$ cat config.mk
export PLATFORM = sky130hd
export DESIGN_NAME = pprot_gain
export DESIGN_NICKNAME = d
export VERILOG_FILES = /design/src/design/pprot_pkg.sv /design/src/design/pprot_gain.sv
export SDC_FILE = /design/constraint.sdc
export NUM_CORES = 1
export LEC_CHECK = 0
export BUFFER_PORTS_ARGS = -buffer_cell sky130_fd_sc_hd__buf_2
export CORE_MARGIN = 5
export CORE_UTILIZATION = 43
export DETAILED_ROUTE_END_ITERATION = 10
export GPL_TIMING_DRIVEN = 0
export SLEW_MARGIN = 20
export SYNTH_ARGS = -nofsm -noshare
export SYNTH_HDL_FRONTEND = slang
export SYNTH_SLANG_ARGS = --single-unit
$ cat constraint.sdc
create_clock -name clk_i -period 11 [get_ports clk_i]
set_clock_uncertainty 0.2 [all_clocks]
set_input_delay 2.2 -clock clk_i [delete_from_list [all_inputs] [get_ports clk_i]]
set_output_delay 2.2 -clock clk_i [all_outputs]
set_load 0.1 [all_outputs]
$ cat src/design/pprot_pkg.sv
package pprot_pkg;

  localparam int CB        = 24;               // coordinate width
  localparam int GUARD_BITS = 8;
  localparam int DW        = CB + GUARD_BITS + 3;
  localparam int STEPS     = 16;               // CORDIC stages per pass
  localparam int STEP_W    = 5;
  localparam int ANG_W     = 32;
  localparam int TURN_W    = 16;
  localparam int PA_W      = 16;
  localparam int MUL_W     = 32;
  localparam int LO_W      = DW / 2;
  localparam int HI_W      = DW - LO_W;

  localparam logic [MUL_W-1:0] INV_GAIN  = 32'd2608131496;
  localparam logic [ANG_W-1:0] HALF_TURN = ANG_W'(1) << (ANG_W - 1);
  localparam logic [ANG_W-1:0] PA_RND    = ANG_W'(1) << (ANG_W - PA_W - 1);
  localparam int               RND_HALF  = 1 << (GUARD_BITS - 1);

  typedef enum logic {
    MODE_VECTOR,
    MODE_ROTATE
  } mode_e;

  typedef struct packed {
    logic signed [DW-1:0] x;
    logic signed [DW-1:0] y;
    logic [ANG_W-1:0]     z;
    logic [TURN_W-1:0]    turn;
    logic [CB-1:0]        radius;
    logic [PA_W-1:0]      pangle;
    logic                 origin;
  } vec_t;

  // round(atan(2^-i) / (2 pi) * 2^32)
  function automatic logic [ANG_W-1:0] atan_turn(input logic [STEP_W-1:0] idx);
    logic [ANG_W-1:0] a;
    unique case (idx)
      5'd0:  a = 32'd536870912;
      5'd1:  a = 32'd316933406;
      5'd2:  a = 32'd167458907;
      5'd3:  a = 32'd85004756;
      5'd4:  a = 32'd42667331;
      5'd5:  a = 32'd21354465;
      5'd6:  a = 32'd10679838;
      5'd7:  a = 32'd5340245;
      5'd8:  a = 32'd2670163;
      5'd9:  a = 32'd1335087;
      5'd10: a = 32'd667544;
      5'd11: a = 32'd333772;
      5'd12: a = 32'd166886;
      5'd13: a = 32'd83443;
      5'd14: a = 32'd41722;
      5'd15: a = 32'd20861;
      5'd16: a = 32'd10430;
      5'd17: a = 32'd5215;
      5'd18: a = 32'd2608;
      5'd19: a = 32'd1304;
      5'd20: a = 32'd652;
      5'd21: a = 32'd326;
      5'd22: a = 32'd163;
      5'd23: a = 32'd81;
      5'd24: a = 32'd41;
      5'd25: a = 32'd20;
      5'd26: a = 32'd10;
      5'd27: a = 32'd5;
      5'd28: a = 32'd3;
      5'd29: a = 32'd1;
      5'd30: a = 32'd1;
      default: a = 32'd0;
    endcase
    return a;
  endfunction

endpackage

$ cat src/design/pprot_gain.sv
module pprot_gain import pprot_pkg::*; (
  input  logic clk_i,
  input  logic rst_ni,
  input  logic valid_i,
  output logic ready_o,
  input  vec_t vec_i,
  output logic valid_o,
  input  logic ready_i,
  output vec_t vec_o
);

  // x scaled by the inverse CORDIC gain, floored; split into two partial products
  logic                      a_vld_q, b_vld_q, b_rdy;
  vec_t                      a_q, b_q, b_d;
  logic [DW-1:0]             xu;
  logic [LO_W+MUL_W-1:0]     plo_d, plo_q;
  logic [HI_W+MUL_W-1:0]     phi_d, phi_q;
  logic [DW+MUL_W-1:0]       sum;

  always_comb begin
    xu    = vec_i.x;
    plo_d = (LO_W+MUL_W)'(xu[LO_W-1:0]) * (LO_W+MUL_W)'(INV_GAIN);
    phi_d = (HI_W+MUL_W)'(xu[DW-1:LO_W]) * (HI_W+MUL_W)'(INV_GAIN);
    sum   = {phi_q, LO_W'(0)} + (DW+MUL_W)'(plo_q);
    b_d   = a_q;
    b_d.x = sum[DW+MUL_W-1:MUL_W];
  end

  assign b_rdy   = !b_vld_q || ready_i;
  assign ready_o = !a_vld_q || b_rdy;
  assign valid_o = b_vld_q;
  assign vec_o   = b_q;

  always_ff @(posedge clk_i or negedge rst_ni) begin
    if (!rst_ni) begin
      a_vld_q <= 1'b0;
      b_vld_q <= 1'b0;
    end else begin
      if (ready_o) begin
        a_vld_q <= valid_i;
      end
      if (b_rdy) begin
        b_vld_q <= a_vld_q;
      end
    end
  end

  always_ff @(posedge clk_i) begin
    if (ready_o && valid_i) begin
      a_q   <= vec_i;
      plo_q <= plo_d;
      phi_q <= phi_d;
    end
    if (b_rdy && a_vld_q) begin
      b_q <= b_d;
    end
  end

endmodule

==> metrics <==
Final Max Slew Viols=0; Seq/Total Area, Yosys=0.366; most frequent cells in the layout=inv_1, fa_1, edfxtp_1, ha_1, buf_2; CP Data Required Time=11.08 ns; Worst Path Arrival=8.32 ns; CTS H-tree depth=2; IO buf count=323; Clock Latency Late Sink=0.56 ns; Final period util=0.749; CTS tree=done; CTS Hold Bufs=0; Hold Crit Class=flop to flop; worst r2r src=plo_q[21]; synthesized net count=3280; crit-path max FO=7; Die Ht=272 um; distinct cell type count of the synthesized netlist=61; clock slew at reported path FFs=0.06 ns; CP endpoint=phi_q[48]; Die Wd=272 um; final setup margin=2.76 ns; CTS Sinks=361; Max Cap Viol=0; FF-to-FF path depth=11; actual slew at the worst max-slew pin=0.713 ns; postcts setup bufs=0; Avg WL per Cell=19.9 um; crit start category=primary input; Post-Syn Area=29600 sq um; core area=68500 sq um; Total Wirelength=72.9 mm; I/O pins=324; root buf cell=clkbuf_16; pre-CTS WS=2.23 ns; RSZ-0062 raised after global routing=no; drt drc=0; commonest non-fill, non-tap cell in the layout=inv_1; area delta synth->final=14.0%; Max Buffers Root-to-Sink=3; Syn. warnings=0; total grt overflow=0; gr usage total=0.199; Critical R2R Capture=vec_o[154]; first-pass GRT wire length=114 mm; Antenna Violating Nets Remaining=0; largest net degree at the start of global routing=58; R2R setup slack=7.62 ns; post-CTS resize count=0; vias in the first global route=19500; routability cong.=0.942; Post-synth EDFFs=359; share of post-route cells with drive strength above 1=0.155; # setup viols final=0; initial core utilization=0.433; drt pass-1 iters=5; Final Hold Vio Count=0; site row count=96; critical path type=primary input to flop; run status=finished clean; final core occ=0.493; Fmax=0.121 GHz; setup TNS=0 ns; initial antenna violation count=9; Vias/cell=4.90; TritonCTS Buffers=39; Die Area=74200 sq um; fin crit period=8.24 ns; via count=17900; Iter 0 DRT Violations=980; Post-DP HPWL=62.7 mm; FF+latch count, synth=361; Synth Instances=2367; Async SR Flop Fraction=0.00554; final net count=3650; ys flop type=edfxtp_1; slew margin rel.=0.525; Setup crit start=vec_i[148]; crit end category=flop; Mean Syn Cell Area=12.5 sq um; # fillers=6215
## critical path, cell delays in order
cell and delay (ns):
buf_2 0.27, inv_1 0.15, ha_1 0.35, inv_1 0.20, fa_1 0.52, fa_1 0.54
inv_1 0.06, fa_1 0.59, fa_1 0.44, fa_1 0.50, inv_1 0.04, ha_1 0.37
a21oi_1 0.18, o21ai_1 0.11, a311o_1 0.35, a221oi_1 0.27, o21ai_1 0.16, a21o_1 0.24
a21o_1 0.25, a21oi_1 0.27, o21ai_1 0.11, xor2_1 0.15
## synth_stat cells (10+ instances only)
| master | number | area [sq um] |
|---|---|---|
| xor2_1 | 37 | 324 |
| o21a_1 | 12 | 90.1 |
| inv_1 | 663 | 2490 |
| ha_1 | 343 | 4290 |
| clkbuf_1 | 14 | 52.6 |
| nand3_1 | 25 | 125 |
| fa_1 | 407 | 8150 |
| nand4_1 | 22 | 138 |
| o21ai_1 | 10 | 50.1 |
| o21ai_0 | 30 | 150 |
| nand2b_1 | 11 | 68.8 |
| and3_1 | 10 | 62.6 |
| edfxtp_1 | 359 | 10800 |
| a21oi_1 | 78 | 390 |
| nor2_1 | 47 | 176 |
| xnor2_1 | 64 | 561 |
| nand2_1 | 45 | 169 |
| nor2b_1 | 12 | 75.1 |
| a21o_1 | 62 | 465 |
## sequential cells by signal (all words and copies together) (netlist names)
register / count
a_q: 124
a_vld_q: 1
phi_q: 47
plo_q: 29
valid_o: 1
vec_o: 159
## how the worst min path moves through the flow
stage	start	endpoint	slack, ns	depth (start not counted)
after floorplan	a_q[0]	vec_o[0]	0.20	0
after global placement	a_q[78]	vec_o[78]	0.20	0
after detailed placement	a_q[10]	vec_o[10]	0.20	0
after CTS	a_q[78]	vec_o[78]	0.20	0
after global routing	a_q[78]	vec_o[78]	0.21	0
final	a_q[78]	vec_o[78]	0.20	0
## cell type report
cell class              count  area [sq um]  share of cell area
diodes                      4          10.0            0.000296
plain buffers              14          52.6             0.00156
clock buffers              53          1060              0.0313
clock inverters            18           195             0.00578
inverters                 663          2490              0.0737
multi-input cells        1329         16300               0.481
flip-flops and latches    361         10800               0.321
well taps                 882          1100              0.0327
repair buffers            329          1770              0.0525
## metal layers
layer	track usage	part of all wire	up-vias
li1	-	-	8385
met1	0.270	0.44	8895
met2	0.326	0.47	534
met3	0.0537	0.078	77
met4	0.0387	0.018	10
met5	0	0.00091	-
## through the flow
stage          cells  area (sq um)  hold WS (ns)
5_1_grt         3651         33800         0.208
6_report        3653         33800         0.202
3_3_place_gp    3572         32300         0.200
4_1_cts         3649         33800         0.200
2_1_floorplan   2367         29600         0.200
3_5_place_dp    3578         32500         0.205
## cell families after synthesis
group	synth area share
DFF	0.366
AOI/OAI and AO/OA	0.0605
buffers and inverters	0.0858
adders and majority gates	0.420
and+or+nand+nor	0.0382
xor gates and xnor gates	0.0299
Power is not shown: default switching activity piles up to over one toggle a cycle in this logic, so the estimate is an artifact.
