$ cat src/design/pprot_pkg.sv
package pprot_pkg;

  localparam int CB        = 24;               // coordinate width
  localparam int GUARD_BITS = 8;
  localparam int DW        = CB + GUARD_BITS + 3;
  localparam int STEPS     = 16;               // CORDIC stages per pass
  localparam int STEP_W    = 5;
  localparam int ANG_W     = 32;
  localparam int TURN_W    = 16;
  localparam int PA_W      = 16;
  localparam int MUL_W     = 32;
  localparam int LO_W      = DW / 2;
  localparam int HI_W      = DW - LO_W;

  localparam logic [MUL_W-1:0] INV_GAIN  = 32'd2608131496;
  localparam logic [ANG_W-1:0] HALF_TURN = ANG_W'(1) << (ANG_W - 1);
  localparam logic [ANG_W-1:0] PA_RND    = ANG_W'(1) << (ANG_W - PA_W - 1);
  localparam int               RND_HALF  = 1 << (GUARD_BITS - 1);

  typedef enum logic {
    MODE_VECTOR,
    MODE_ROTATE
  } mode_e;

  typedef struct packed {
    logic signed [DW-1:0] x;
    logic signed [DW-1:0] y;
    logic [ANG_W-1:0]     z;
    logic [TURN_W-1:0]    turn;
    logic [CB-1:0]        radius;
    logic [PA_W-1:0]      pangle;
    logic                 origin;
  } vec_t;

  // round(atan(2^-i) / (2 pi) * 2^32)
  function automatic logic [ANG_W-1:0] atan_turn(input logic [STEP_W-1:0] idx);
    logic [ANG_W-1:0] a;
    unique case (idx)
      5'd0:  a = 32'd536870912;
      5'd1:  a = 32'd316933406;
      5'd2:  a = 32'd167458907;
      5'd3:  a = 32'd85004756;
      5'd4:  a = 32'd42667331;
      5'd5:  a = 32'd21354465;
      5'd6:  a = 32'd10679838;
      5'd7:  a = 32'd5340245;
      5'd8:  a = 32'd2670163;
      5'd9:  a = 32'd1335087;
      5'd10: a = 32'd667544;
      5'd11: a = 32'd333772;
      5'd12: a = 32'd166886;
      5'd13: a = 32'd83443;
      5'd14: a = 32'd41722;
      5'd15: a = 32'd20861;
      5'd16: a = 32'd10430;
      5'd17: a = 32'd5215;
      5'd18: a = 32'd2608;
      5'd19: a = 32'd1304;
      5'd20: a = 32'd652;
      5'd21: a = 32'd326;
      5'd22: a = 32'd163;
      5'd23: a = 32'd81;
      5'd24: a = 32'd41;
      5'd25: a = 32'd20;
      5'd26: a = 32'd10;
      5'd27: a = 32'd5;
      5'd28: a = 32'd3;
      5'd29: a = 32'd1;
      5'd30: a = 32'd1;
      default: a = 32'd0;
    endcase
    return a;
  endfunction

endpackage

$ cat src/design/pprot_cell.sv
module pprot_cell import pprot_pkg::*; (
  input  logic              clk_i,
  input  logic              rst_ni,
  input  mode_e             mode_i,
  input  logic [STEP_W-1:0] step_i,
  input  logic              valid_i,
  output logic              ready_o,
  input  vec_t              vec_i,
  output logic              valid_o,
  input  logic              ready_i,
  output vec_t              vec_o
);

  logic                 valid_q;
  vec_t                 vec_q, vec_d;
  logic signed [DW-1:0] xi, yi, xs, ys;
  logic [ANG_W-1:0]     at;
  logic                 up;

  always_comb begin
    xi = vec_i.x;
    yi = vec_i.y;
    xs = xi >>> step_i;
    ys = yi >>> step_i;
    at = atan_turn(step_i);
    // vectoring steers on the sign of y, rotation on the sign of the residual angle
    up = (mode_i == MODE_ROTATE) ? !vec_i.z[ANG_W-1] : yi[DW-1];
    vec_d = vec_i;
    if (up) begin
      vec_d.x = xi - ys;
      vec_d.y = yi + xs;
      vec_d.z = vec_i.z - at;
    end else begin
      vec_d.x = xi + ys;
      vec_d.y = yi - xs;
      vec_d.z = vec_i.z + at;
    end
  end

  assign ready_o = !valid_q || ready_i;
  assign valid_o = valid_q;
  assign vec_o   = vec_q;

  always_ff @(posedge clk_i or negedge rst_ni) begin
    if (!rst_ni) begin
      valid_q <= 1'b0;
    end else if (ready_o) begin
      valid_q <= valid_i;
    end
  end

  always_ff @(posedge clk_i) begin
    if (ready_o && valid_i) begin
      vec_q <= vec_d;
    end
  end

endmodule

$ cat config.mk
export PLATFORM = sky130hd
export DESIGN_NAME = pprot_cell
export DESIGN_NICKNAME = d
export VERILOG_FILES = /design/src/design/pprot_pkg.sv /design/src/design/pprot_cell.sv
export SDC_FILE = /design/constraint.sdc
export NUM_CORES = 1
export LEC_CHECK = 0
export ABC_AREA = 1
export BUFFER_PORTS_ARGS = -buffer_cell sky130_fd_sc_hd__buf_2
export CORE_ASPECT_RATIO = 1.4
export CORE_MARGIN = 4
export CORE_UTILIZATION = 35
export CTS_BUF_LIST = sky130_fd_sc_hd__clkbuf_4 sky130_fd_sc_hd__clkbuf_8
export DETAILED_ROUTE_END_ITERATION = 6
export SETUP_SLACK_MARGIN = 0.05
export SYNTH_ARGS = -nofsm -noshare
export SYNTH_HDL_FRONTEND = slang
export SYNTH_SLANG_ARGS = --single-unit
$ cat constraint.sdc
create_clock -name clk_i -period 9.75 [get_ports clk_i]
set_input_delay 0 -clock clk_i [delete_from_list [all_inputs] [get_ports clk_i]]
set_output_delay 0 -clock clk_i [all_outputs]
set_load 0.01 [all_outputs]
==> impl_results.md, run 1 <==
- Synth Area in Simple Gates: 36.8%
- PostCTS Resize Cnt: 0
- Total wire length: 68800 um
- Post-synthesis xor/xnor area fraction: 8.45%
- Prevailing post-synth register cell: edfxtp_1
- CTS root buf: clkbuf_8
- H-tree depth: 4
- Placed cell areas: 19300 um^2
- Grt met1 use: 28.3%
- Place WS: 3.95 ns
- Relative max-transition margin: 27.6%
- Multi-input logic area: 11200 um^2
- WP data required: 10.03 ns
- Die width: 195 um
- Mux cell area share after synthesis: 0%
- Area grow syn2layout: 20.3%
- Startpoint types: input pin
- P_sw: 1410 uW
- FP Rows: 95
- Largest family of logic cells by synthesized area: simple AND/OR/NAND/NOR gates
- Pleak: 0.00994 uW
- Antenna violations before repair: 3
- Fillers: 5131
- PwrDens: 149 nW/um^2
- Post-route cell area: 20700 um^2
- Met3 GRT Util: 2.92%
- Critical path arrival: 5.56 ns
- Placed cells: 3438
- Yosys cell types: 55
- GR Util All Layers: 25.0%
- Total grt overflow: 0
- Grt met2 use: 45.6%
- Status: complete, no violations
- Sequential fraction of design power: 30.6%
- Initial Util: 35.6%
- Dpl hpwl: 56600 um
- Yosys warnings: 0
- Skew final: 0.0337 ns
- R2R setup slack: 7.32 ns
- Total negative slack: 0 ns
- CTS tree: yes
- FMAX: 190 MHz
- Via/cell ratio: 5.31
- Vias in the first global route: 18777
- RR Startpoint: valid_o
- Max VDD drop: 107 uV
- R2R cell count: 2
- Clock Power Share: 18.5%
- Clock Path Buffers: 2
- Final setup viols: 0
- Global route hottest layer: met2
- Final setup margin: 4.48 ns
- Worst Tran Pin Value: 1.09 ns
- Worst reg2reg path endpoint: vec_o[141]
- FF+latch count, synth: 160
- Hold Vio Cnt, Final: 0
- Clock sinks: 160
- Worst-Skew Late Latency: 0.56 ns
- Area of the mapped netlist: 17200 um^2
- Crit path kind: input pin to register
- Sw Ratio: 45.6%
- Avg Inst Size Synth: 6.75 um^2
- Crit path to: vec_o[87]
- Global-route wire length before repair: 104000 um
- Worst Hold Slack: 0.0544 ns
- Crit path max fanout: 66
- Drc violations: 0
- Seq/Total Area, Yosys: 27.9%
- Ranking of synthesized cells by area: edfxtp_1 (28%), nand2_1 (18%), nand3_1 (11%)
- Count leader, synth: nand2_1
- Reg clk slew, reported paths: 0.11 ns
- Gp weighted congestion: 1.01
- Area share of the largest cell type after synthesis: 27.7%
- Post-synth EDFFs: 159
- Vias: 18951
- Share of layout cells above drive strength 1: 15.8%
- Drt initial violations: 1400
- Register area: 4800 um^2
- Core area: 48400 um^2
- Nets: 3202
- Die area: 52800 um^2
- Combinational Power Share: 50.9%
- Cell Int Power: 1680 uW
- Die Ht: 270 um
- PortBufs: 329
- Num CTS Buffers: 17
- Syn Nets: 2828
- Commonest cells post-synth: nand2_1 (805), nand3_1 (370), nor2_1 (203)
- Detailed-route wire length per cell: 19.3 um
- Post-route antenna net violation count: 0
- Synth area leader: edfxtp_1
- Compound-Gate Fraction of Synth Area: 11.2%
- Asr flop ratio synth: 0.625%
- Max cap viols: 0
- Min Tclk post-route: 5.27 ns
- RSZ-0062 raised after global routing: no
- 1st-pass router iterations: 6
- Largest net degree at the start of global routing: 80
- Synth Area in Adders: 8.13%
- Hold WC Path Type: input pin to register
- Pins Over Slew Limit: 0
- Final worst-path cycle share: 54.1%
- CP startpoint: step_i[1]
- IO Pins: 330
- Crit end category: register
- Final non-filler cell total: 3569
- Syn Inst Count: 2549
==> per-stage QoR <==
step	power (uW)	util (%)
after floorplan	2020	-
after global placement	2500	39.9
after global routing	3310	42.8
after CTS	3120	42.8
final	3100	42.8
after detailed placement	2500	39.9
==> how the worst min path moves through the flow <==
stage / from / to / slack (ns) / cells after the start
floorplan: rst_ni / valid_o / -0.30 / 0
global placement: rst_ni / valid_o / -0.20 / 1
detailed placement: rst_ni / valid_o / -0.20 / 1
CTS: vec_i[128] / vec_o[128] / 0.00008 / 3
global route: vec_i[157] / vec_o[157] / 0.04 / 3
finish: vec_i[128] / vec_o[128] / 0.05 / 3
==> critical path, cell delays in order <==
cell and delay, ns:
buf_2 0.08, buf_4 0.56, clkinv_4 0.61, ha_1 0.50, or2_2 0.32, nand3_1 0.10
o21ai_0 0.10, o21ai_1 0.28, ha_1 0.22, nand3_1 0.10, nor2_1 0.14, nand2_1 0.12
nor2_2 0.11, nand4_2 0.12, nand2_4 0.19, xor2_1 0.11, ha_1 0.37, nand2_1 0.07
inv_1 0.11, nand3_1 0.12, nor2_1 0.15, nand4_1 0.10, nand3_1 0.17, nand2_1 0.07
o211ai_1 0.13, a21boi_0 0.21, o21ai_0 0.27, xor2_1 0.11
==> final cells by class <==
| cell class | instances | share of cell area, % |
|---|---|---|
| Timing Repair Buffer | 441 | 13.2 |
| Clock inverter | 15 | 1.06 |
| Sequential cell | 160 | 23.2 |
| Clock buffer | 17 | 1.13 |
| Antenna cell | 3 | 0.0362 |
| Inverter | 208 | 3.81 |
| Multi-Input combinational cell | 2095 | 53.8 |
| Tap cell | 630 | 3.81 |
==> kinds of logic (layout without fill, tap and decap cells) <==
group,count (synthesis),after routing
AND/OR/NAND/NOR,1483,1483
flip-flops,160,160
adder cells (fa/ha/maj),110,110
buffers and inverters,294,681
XOR/XNOR,166,166
AO/OA/AOI/OAI,336,336
other,0,3
==> power by group through the flow <==
stage | registers (uW) | clock network, uW | logic [uW]
after floorplan | 1040 | 0 | 982
after global placement | 965 | 0 | 1530
after detailed placement | 965 | 0 | 1530
after CTS | 950 | 595 | 1570
after global routing | 959 | 617 | 1740
final | 949 | 571 | 1580
==> what timing repair did <==
item                                    4_1_cts  5_1_grt
hold buffers                                 96        0
endpoints found under the setup margin        0        0
setup buffers                                 0        0
hold endpoints to repair                    119        0
==> flip-flops by register name, summed over array words and instances (netlist names) <==
| name | flops |
|---|---|
| vec_o | 159 |
| valid_o | 1 |
==> cell usage in the layout, fill, tap and decap left out, types with 4 or more instances in the layout <==
cell type	count
nand2_1	805
nand3_1	370
buf_2	329
nor2_1	202
inv_1	187
edfxtp_1	159
a21oi_1	141
xor2_1	109
ha_1	107
dlygate4sd3_1	96
o21ai_0	95
xnor2_1	57
nand2_2	29
nand4_1	24
o211ai_1	20
inv_2	18
nor3_1	17
clkbuf_8	17
buf_4	16
nor2_2	12
o21a_1	12
o21ai_1	10
a31oi_1	9
a21o_1	8
o21bai_1	7
clkinv_8	7
nor2_4	6
a211oi_1	5
o21ai_2	4
nand3_2	4
nand3b_1	4
a21boi_0	4
o221ai_1	4
==> routing by layer <==
layer	share of wire, %	vias to the layer above
met5	0	-
met4	5.2	0
met1	39	8707
met2	51	774
li1	-	9308
met3	5.3	162
Note: power is estimated with default switching activity, not from simulation.
==> run 2: changes to the inputs <==
--- a/config.mk
+++ b/config.mk
@@ -5,7 +5,7 @@
 export SDC_FILE = /design/constraint.sdc
 export NUM_CORES = 1
 export LEC_CHECK = 0
-export ABC_AREA = 1
+export ABC_AREA = 0
 export BUFFER_PORTS_ARGS = -buffer_cell sky130_fd_sc_hd__buf_2
 export CORE_ASPECT_RATIO = 1.4
 export CORE_MARGIN = 4
==> constraint.sdc (replaced) <==
create_clock -name clk_i -period 4.8 [get_ports clk_i]
set_input_delay 0 -clock clk_i [delete_from_list [all_inputs] [get_ports clk_i]]
set_output_delay 0 -clock clk_i [all_outputs]
set_load 0.01 [all_outputs]
==> run 2 against run 1 <==
  * Final area up 38%
  * Die area increased by 3.9%
  * Critical path depth fell by 6
  * Utilization increased by 14 points
  * Worst hold slack got worse by 0.0067 ns
  * Flip-flop and latch count stayed put
  * Non-clock buffer count rose by 778
  * Wire length grew 24%
  * The run now ends with negative setup slack left
  * Worst setup slack got worse by 4.8 ns
  * Via count up 6.4%
  * Sequential power up 100%
==> impl_results.md, run 2 <==
- Status: complete, but fails checks
- Failing checks: negative setup slack
- Crit end category: register
- Prevailing post-synth register cell: edfxtp_1
- Post-route antenna net violation count: 0
- Final setup margin: -0.292 ns
- Pleak: 0.0128 uW
- Fillers: 4514
- Max reg flops: 159
- Worst Hold Slack: 0.0476 ns
- Via/cell ratio: 5.53
- Worst Tran Pin Value: 0.868 ns
- Drc violations: 0
- Syn Inst Count: 1851
- R2R cell count: 3
- Vias in the first global route: 20938
- Drt initial violations: 1440
- Commonest non-fill, non-tap cell in the layout: buf_4
- Clock Path Buffers: 2
- Num CTS Buffers: 17
- Area of the mapped netlist: 17900 um^2
- Relative max-transition margin: 42.1%
- Compound-Gate Fraction of Synth Area: 20.4%
- RR Startpoint: valid_o
- Hold WC Path Type: input pin to register
- Synth Area in Simple Gates: 13.9%
- Nets: 3266
- Critical Path Slowest Stage Cell: or4b_4
- R2R setup slack: 2.94 ns
- H-tree depth: 4
- Startpoint types: input pin
- Yosys warnings: 0
- Largest net degree at the start of global routing: 160
- Reg clk slew, reported paths: 0.13 ns
- Die area: 54900 um^2
- Total negative slack: -1.82 ns
- WP data required: 5.11 ns
- Die width: 199 um
- Most frequent cells in the layout: buf_4 (767), buf_2 (326), edfxtp_1 (159), nand2_1 (140), nor2_1 (134)
- 1st-pass router iterations: 5
- Hold EP: vec_o[79]
- Largest family of logic cells by synthesized area: compound AO/OA/AOI/OAI gates
- Skew final: 0.0332 ns
- Clock sinks: 160
- Ranking of synthesized cells by area: edfxtp_1 (27%), mux4_2 (12%), ha_1 (7.5%)
- Crit-path cells: buf_16 -> buf_6 -> buf_6 -> mux2_4 -> mux4_2 -> a211o_1 -> and4bb_2 -> or4b_4 -> nor2_4 -> buf_6 -> a31oi_4 -> xnor2_2 -> ha_2 -> a21oi_2 -> nand2b_1 -> a21o_1 -> a311o_1 -> a221o_1 -> a2111oi_4 -> o31ai_2 -> a211o_1 -> xnor3_1
- IO Pins: 330
- Seq/Total Area, Yosys: 26.8%
- Syn Nets: 2130
- CTS root buf: clkbuf_8
- Total wire length: 85400 um
- Min Tclk post-route: 5.09 ns
- FF+latch count, synth: 160
- Fin util: 56.7%
- Post-synthesis xor/xnor area fraction: 8.71%
- FMAX: 196 MHz
- Asr flop ratio synth: 0.625%
- RSZ-0062 raised after global routing: yes
- Pwr Total: 7890 uW
- Antenna violations before repair: 2
- Hold depth: 3
- Area grow syn2layout: 59.4%
- Vias: 20167
- Dpl hpwl: 67700 um
- Pins Over Slew Limit: 0
- Final setup viols: 11
- Most numerous cell on the critical path: buf_6
- Gp weighted congestion: 1.01
- Crit path kind: input pin to register
- Commonest cells post-synth: a21oi_1 (164), edfxtp_1 (159), nand2_1 (150)
- Global-route wire length before repair: 125000 um
- Avg Inst Size Synth: 9.68 um^2
- Worst reg2reg path endpoint: vec_o[3]
- Detailed-route wire length per cell: 23.4 um
- Final worst-path cycle share: 106%
- Hold Vio Cnt, Final: 0
- Synth area leader: edfxtp_1
- Crit path max fanout: 4
- Synth Area in Adders: 7.86%
- Worst-Skew Late Latency: 0.54 ns
- Count leader, synth: a21oi_1
- Area share of the largest cell type after synthesis: 26.7%
- Share of layout cells above drive strength 1: 50.3%
- Max VDD drop: 179 uV
- Max cap viols: 0
- Max stage delay on crit path: 0.52 ns
- FP Rows: 97
- GR Util All Layers: 30.0%
- PwrDens: 276 nW/um^2
- CTS tree: yes
- Die Ht: 276 um
- Total grt overflow: 0
- Critical path arrival: 5.40 ns
- Min-Delay Startpoint: vec_i[79]
- Yosys cell types: 103
- Initial Util: 35.6%
- Core area: 50400 um^2
- Multi-input logic area: 13400 um^2
- Register area: 4800 um^2
- Mux cell area share after synthesis: 18.2%
- Post-synth EDFFs: 159
- PortBufs: 329
[run 2: kinds of logic (layout without fill, tap and decap cells)]
| logic type | Yosys count | after routing |
|---|---|---|
| simple gates | 497 | 497 |
| buf+inv | 155 | 1304 |
| compound gates | 555 | 555 |
| flops | 160 | 160 |
| mux | 198 | 198 |
| fa+ha+maj | 111 | 111 |
| other cells | 0 | 2 |
| xor+xnor | 175 | 175 |
[run 2: timing repair]
item	4_1_cts	5_1_grt
buffers inserted	47	29
cloned	2	0
hold buffers	73	0
resized for setup	128	108
hold endpoints to repair	71	0
pin swaps	78	75
setup endpoints to repair	37	37
[run 2: critical path: cells and delay by family]
family / cells / cell delay (ns)
XOR/XNOR: 2 / 0.35
multiplexers: 2 / 0.79
AO/OA/AOI/OAI: 9 / 2.38
adder cells (fa/ha/maj): 1 / 0.21
AND/OR/NAND/NOR: 4 / 1.16
buffers and inverters: 4 / 0.49
[run 2: layer usage]
metal	track usage, %	wire length [um]	vias up
met3	3.70	4270	210
met1	34.0	32200	9723
met2	54.7	43700	826
met4	15.6	5280	0
li1	-	-	9408
met5	0	0	-
[run 2: report_power, final]
| part | switching (uW) | internal, uW |
|---|---|---|
| Combinational | 2440 | 2480 |
| Sequential | 53.0 | 1880 |
| Clock | 655 | 385 |
| Total | 3150 | 4750 |
[run 2: how the worst max path moves through the flow]
stage | depth (start not counted) | slack, ns | startpoint | end
floorplan | 27 | -0.50 | step_i[0] | vec_o[123]
global placement | 22 | -1.11 | step_i[1] | vec_o[123]
detailed placement | 21 | -1.15 | step_i[0] | vec_o[123]
CTS | 21 | -0.15 | step_i[0] | vec_o[123]
global route | 24 | -0.38 | step_i[0] | vec_o[157]
finish | 22 | -0.29 | step_i[0] | vec_o[123]
[run 2: layout make-up]
cell class                 count  share of cell area, %
tap                          643                   2.82
multi-input combinational   1536                   47.0
inverter                      53                  0.710
clock buffer                  17                  0.820
clock inverter                15                  0.526
timing repair buffer        1219                   31.3
antenna                        2                 0.0175
sequential                   160                   16.8
[run 2: through the flow]
step | std cells | instance area [um^2] | worst slack (ns)
2_1_floorplan | 1851 | 18200 | -0.503
3_3_place_gp | 3463 | 25800 | -1.11
3_5_place_dp | 3463 | 25800 | -1.15
4_1_cts | 3615 | 27900 | -0.153
5_1_grt | 3645 | 28500 | -0.383
6_report | 3645 | 28500 | -0.292
